File: src/hw/rtl/bba_pkg.sv
// bba_pkg: shared types and constants of the bitmap block allocator
// used by bba_front, bba_engine and bitmap_block_allocator

package bba_pkg;

	localparam int NumBlocks = 4096;
	localparam int WordBits = 32;
	localparam int NumWords = NumBlocks / WordBits;
	localparam int IdxW = $clog2(NumBlocks);
	localparam int CntW = IdxW + 1;
	localparam int WordAw = $clog2(NumWords);
	localparam int BitAw = $clog2(WordBits);
	localparam int QDepth = 2;

	typedef enum logic [1:0] {
		ACT_ALLOC   = 2'd0,
		ACT_RELEASE = 2'd1,
		ACT_RESERVE = 2'd2,
		ACT_NONE    = 2'd3
	} action_t;

	typedef enum logic [1:0] {
		FIT_FIRST = 2'd0,
		FIT_NEXT  = 2'd1,
		FIT_BEST  = 2'd2,
		FIT_WORST = 2'd3
	} fit_t;

	localparam logic CFG_FIT = 1'b0;
	localparam logic CFG_COUNT = 1'b1;

	// classified command handed from front to engine
	typedef struct packed {
		logic              bad;
		action_t           action;
		logic [IdxW-1:0]   start;
		logic [CntW-1:0]   len;
	} cmd_t;

endpackage

File: src/hw/rtl/bba_front.sv
// bba_front: accepts input items, checks range and count, queues commands
// depends on bba_pkg

module bba_front
	import bba_pkg::*;
(
	input  logic            clk,
	input  logic            arst_n,
	input  logic            in_valid,
	output logic            in_ready,
	input  logic [1:0]      in_action,
	input  logic [IdxW-1:0] in_start,
	input  logic [CntW-1:0] in_len,
	input  logic [CntW-1:0] total,
	output logic            cmd_valid,
	input  logic            cmd_ready,
	output cmd_t            cmd
);

	cmd_t q_mem_q [QDepth];
	logic wp_q, rp_q;
	logic [1:0] cnt_q;
	cmd_t c;
	logic [CntW:0] endp;

	always_comb begin
		endp = {1'b0, in_len} + {{(CntW-IdxW+1){1'b0}}, in_start};
		c.action = action_t'(in_action);
		c.start = in_start;
		c.len = in_len;
		c.bad = (in_len == '0) || (total == '0);
		case (c.action) inside
			ACT_ALLOC: if (in_len > total) c.bad = 1'b1;
			ACT_RELEASE, ACT_RESERVE: if (endp > {1'b0, total}) c.bad = 1'b1;
			default: c.bad = 1'b1;
		endcase
	end

	assign in_ready = (cnt_q != 2'(QDepth));
	assign cmd_valid = (cnt_q != '0);
	assign cmd = q_mem_q[rp_q];

	always_ff @(posedge clk) begin
		if (in_valid && in_ready) q_mem_q[wp_q] <= c;
	end

	always_ff @(posedge clk or negedge arst_n) begin
		if (!arst_n) begin
			wp_q <= 1'b0;
			rp_q <= 1'b0;
			cnt_q <= '0;
		end else begin
			if (in_valid && in_ready) wp_q <= ~wp_q;
			if (cmd_valid && cmd_ready) rp_q <= ~rp_q;
			cnt_q <= cnt_q + 2'(in_valid && in_ready) - 2'(cmd_valid && cmd_ready);
		end
	end

`ifndef SYNTH
	a_no_overflow: assert property (@(posedge clk) disable iff (!arst_n)
		cnt_q <= 2'(QDepth)) else $error("queue overflow");
	a_full_blocks: assert property (@(posedge clk) disable iff (!arst_n)
		(cnt_q == 2'(QDepth)) |-> !in_ready) else $error("ready while full");
	a_empty_idle: assert property (@(posedge clk) disable iff (!arst_n)
		(cnt_q == '0) |-> !cmd_valid) else $error("valid while empty");
`endif

endmodule

File: config.mk
export PLATFORM = sky130hd
export DESIGN_NAME = bba_front
export DESIGN_NICKNAME = d
export VERILOG_FILES = /design/src/hw/rtl/bba_pkg.sv /design/src/hw/rtl/bba_front.sv
export SDC_FILE = /design/constraint.sdc
export NUM_CORES = 1
export LEC_CHECK = 0
export ABC_AREA = 1
export ABC_CLOCK_PERIOD_IN_PS = 3300
export BUFFER_PORTS_ARGS = -buffer_cell sky130_fd_sc_hd__buf_4
export CAP_MARGIN = 15
export CELL_PAD_IN_SITES_DETAIL_PLACEMENT = 2
export CELL_PAD_IN_SITES_GLOBAL_PLACEMENT = 2
export CORE_MARGIN = 1.5
export CORE_UTILIZATION = 36
export CTS_BUF_LIST = sky130_fd_sc_hd__clkbuf_4 sky130_fd_sc_hd__clkbuf_8 sky130_fd_sc_hd__clkbuf_16
export DETAILED_ROUTE_END_ITERATION = 10
export PLACE_DENSITY = 0.92
export SYNTH_ARGS = -nofsm -noshare
export SYNTH_HDL_FRONTEND = slang
export SYNTH_SLANG_ARGS = --single-unit
export TNS_END_PERCENT = 20
File: constraint.sdc
create_clock -name clk -period 3.3 [get_ports clk]
set_clock_uncertainty 0.1 [all_clocks]
set_input_delay 0.495 -clock clk [delete_from_list [all_inputs] [get_ports clk]]
set_output_delay 0.495 -clock clk [all_outputs]
set_load 0.01 [all_outputs]
==> metrics.md <==
| Metric | Value |
|---|---|
| Outcome | complete, no violations |
| Commonest non-fill, non-tap cell in the layout | nand2_1 |
| PD cells | 691.1 mW/mm² |
| Height of the chip | 102.6 µm |
| Clk Latency, worst-skew pair | 0.35 ns |
| Port bufs | 73 |
| Post-Syn Area | 0.003575 mm² |
| Largest net degree at the start of global routing | 29 |
| Final nets | 561 |
| CTS Sinks | 60 |
| DP HPWL | 8871 µm |
| Drt drc | 0 |
| Worst hold path endpoint | q_mem_q[0][21]$_DFFE_PP_ |
| CORE AREA | about 0.0097 mm² |
| Period utilization | 95.68% |
| R2R Path End | q_mem_q[1][12]$_DFFE_PP_ |
| Maximum clock rate | between 300 and 400 MHz |
| # fillers | 1,081 |
| Final worst path period need | roughly 3.2 ns |
| DR WL/cell | 21.99 µm |
| Antenna violations before repair | 0 |
| First-pass GRT wire length | 19,820 µm |
| Io pins | 74 |
| Post-Place Cells | 595 |
| CP Class | input port to flip-flop |
| Max Slew Vio Count | 0 |
| RD Place Congestion | between 0.7 and 0.8 |
| Hold-critical path depth | 1 |
| Final wirelength | 13,480 µm |
| Fin util | 47.20% |
| Crit start category | input port |
| Via count | 3,170 |
| DR pass1 iterations | 4 |
| Library cells used by synthesis | 25 |
| Synthesis Warnings | 0 |
| Die footprint | 0.01054 mm² |
| CP required | between 3 and 4 ns |
| Clk pin slew, worst setup/hold paths | around 0.080 ns |
| Most frequent cells in the layout | nand2_1 (146), buf_4 (79), edfxtp_1 (56) |
| Footprint of the multi-input gates | 0.001653 mm² |
| # rows | 36 |
| Non-Filler Instances | 613 |
| Fin Hold WS | 0.2481 ns |
| Finish-stage setup viols | 0 |
| Vias in the first global route | 3,543 |
| Worst Tran Pin Value | 0.5138 ns |
| Antenna diodes | 0 |
| Initial core utilization | 36.91% |
| CTS H-Tree Depth | 3 |
| Area growth syn-to-layout | 27.86% |
| Total track usage | 26.10% |
| RR Startpoint | cnt_q[0]$_DFF_PN0_ |
| Vias per inst | 5.171 |
| Hold_sp | in_start[8] |
| Final ANT Viol Nets | 0 |
| Leakage | 2.209 nW |
| Worst Setup End Kind | flip-flop |
| Drt initial violations | 147 |
| R2R cell count | 5 |
| Max VDD drop | roughly 0.29 mV |
| Critical path origin | in_start[0] |
| Register area | 0.001782 mm² |
| Syn nets | 476 |
| Syn avg cell area | 9.166 µm² |
| Max clock buf depth | 2 |
| Relative slew slack | 65.43% |
| Cell count after synthesis | 390 |
| TritonCTS buffer count | 9 |
| #FFs+latches synth | 60 |
| CTS tree | done |
| Critical Path Fanout Max | 3 |
| Grt ovf | 0 |
| Fraction of layout instances using a drive strength above 1 | 22.29% |
| Root Buffer | clkbuf_8 |
| R2r setup slk | 1.39 ns |
| Chip width | 102.6 µm |
| Max Cap Viol | 0 |
| Seq/Total Area, Yosys | 49.84% |
| Hold crit path type | input port to flip-flop |
| Hold Vio Cnt, Final | 0 |
| Worst endpoint data arrival time | 3.16 ns |
## critical path: stages
cell and delay [ns]:
buf_4 0.13, ha_1 0.24, fa_2 0.35, nand3_1 0.10, nand2_2 0.09, a21oi_2 0.24
nor2_1 0.07, nor2_1 0.16, xnor2_1 0.15, ha_1 0.25, nand2_1 0.10, inv_1 0.06
nand2_1 0.07, nand2_1 0.05, a21oi_1 0.11, nand2_1 0.07, nand2_1 0.08, nand2_1 0.08
nand2_1 0.06, nand2_1 0.05, nand2_1 0.06, nand2_1 0.06
## layout make-up
cell class	count	area share, %
clock buffer	10	2.874
clock inverter	6	1.204
sequential	60	38.98
inverter	48	3.942
tap	133	3.641
timing repair buffer	80	13.19
multi-input combinational	276	36.16
## state kept, by name, indices dropped and copies added (netlist names)
name	count
q_mem_q	56
wp_q	1
rp_q	1
cnt_q	2
## metrics by stage
stage          setup WS (ns)  setup TNS (ns)  total power [mW]  area [µm²]
2_1_floorplan         0.2987               0             1.790        3575
3_3_place_gp         0.03183               0             2.314        4309
3_5_place_dp         -0.2314         -0.4629             2.425        4309
4_1_cts              0.02905               0             3.157        4506
5_1_grt             -0.01580        -0.03156             3.328        4571
6_report              0.1426               0             3.159        4571
## per-layer routing
| metal | track usage (%) | vias up | wire (µm) |
|---|---|---|---|
| li1 | - | 1459 | - |
| met1 | 31.23 | 1582 | 5403 |
| met2 | 48.09 | 101 | 7269 |
| met3 | 3.797 | 28 | 503 |
| met4 | 8.430 | 0 | 303 |
| met5 | 0 | - | 0 |
## synthesized netlist by cell type (all sizes together)
cell type | number | area (µm²)
nand2 | 149 | 564.3
edfxtp | 56 | 1682
inv | 48 | 180.2
ha | 41 | 513.0
a21oi | 19 | 95.09
nor2 | 16 | 60.06
nand3 | 10 | 60.06
xor2 | 8 | 70.07
o21ai | 7 | 38.79
nor4 | 6 | 37.54
xnor2 | 5 | 43.79
clkbuf | 4 | 15.01
dfrtp | 4 | 100.1
nor3 | 4 | 20.02
a31oi | 2 | 12.51
and3 | 2 | 12.51
buf | 2 | 7.510
nand4 | 2 | 12.51
o21bai | 2 | 15.01
a211oi | 1 | 7.510
a21o | 1 | 7.510
fa | 1 | 20.02
## power breakdown
part           total (mW)  leakage [nW]  switching, mW  internal (mW)
Clock               0.674        0.0945          0.325          0.350
Sequential           1.12         0.566         0.0687           1.05
Combinational        1.37          1.55          0.849          0.520
## cells by family after synthesis
family          Yosys count  synth area share, %
compound gates           32                4.935
xor+xnor                 13                3.185
fa+ha+maj                42                14.91
buf+inv                  54                5.670
flops                    60                49.84
simple gates            189                21.46
## worst max-delay path by stage
| stage | endpoint | slack [ns] | cells past startpoint |
|---|---|---|---|
| 3_5_place_dp | q_mem_q[1][27]$_DFFE_PP_ | -0.23 | 22 |
| 5_1_grt | q_mem_q[1][27]$_DFFE_PP_ | -0.02 | 22 |
| 3_3_place_gp | q_mem_q[0][27]$_DFFE_PP_ | 0.03 | 22 |
| 6_report | q_mem_q[1][27]$_DFFE_PP_ | 0.14 | 22 |
| 2_1_floorplan | q_mem_q[0][27]$_DFFE_PP_ | 0.30 | 21 |
| 4_1_cts | q_mem_q[1][27]$_DFFE_PP_ | 0.03 | 25 |
## repair_timing
item | CTS | global route
endpoints found under the setup margin | 0 | 2
gates resized for setup | 0 | 11
setup buffers | 0 | 1
hold buffers | 1 | 0
hold endpoints to repair | 4 | 0
(Power assumes the default switching activity.)
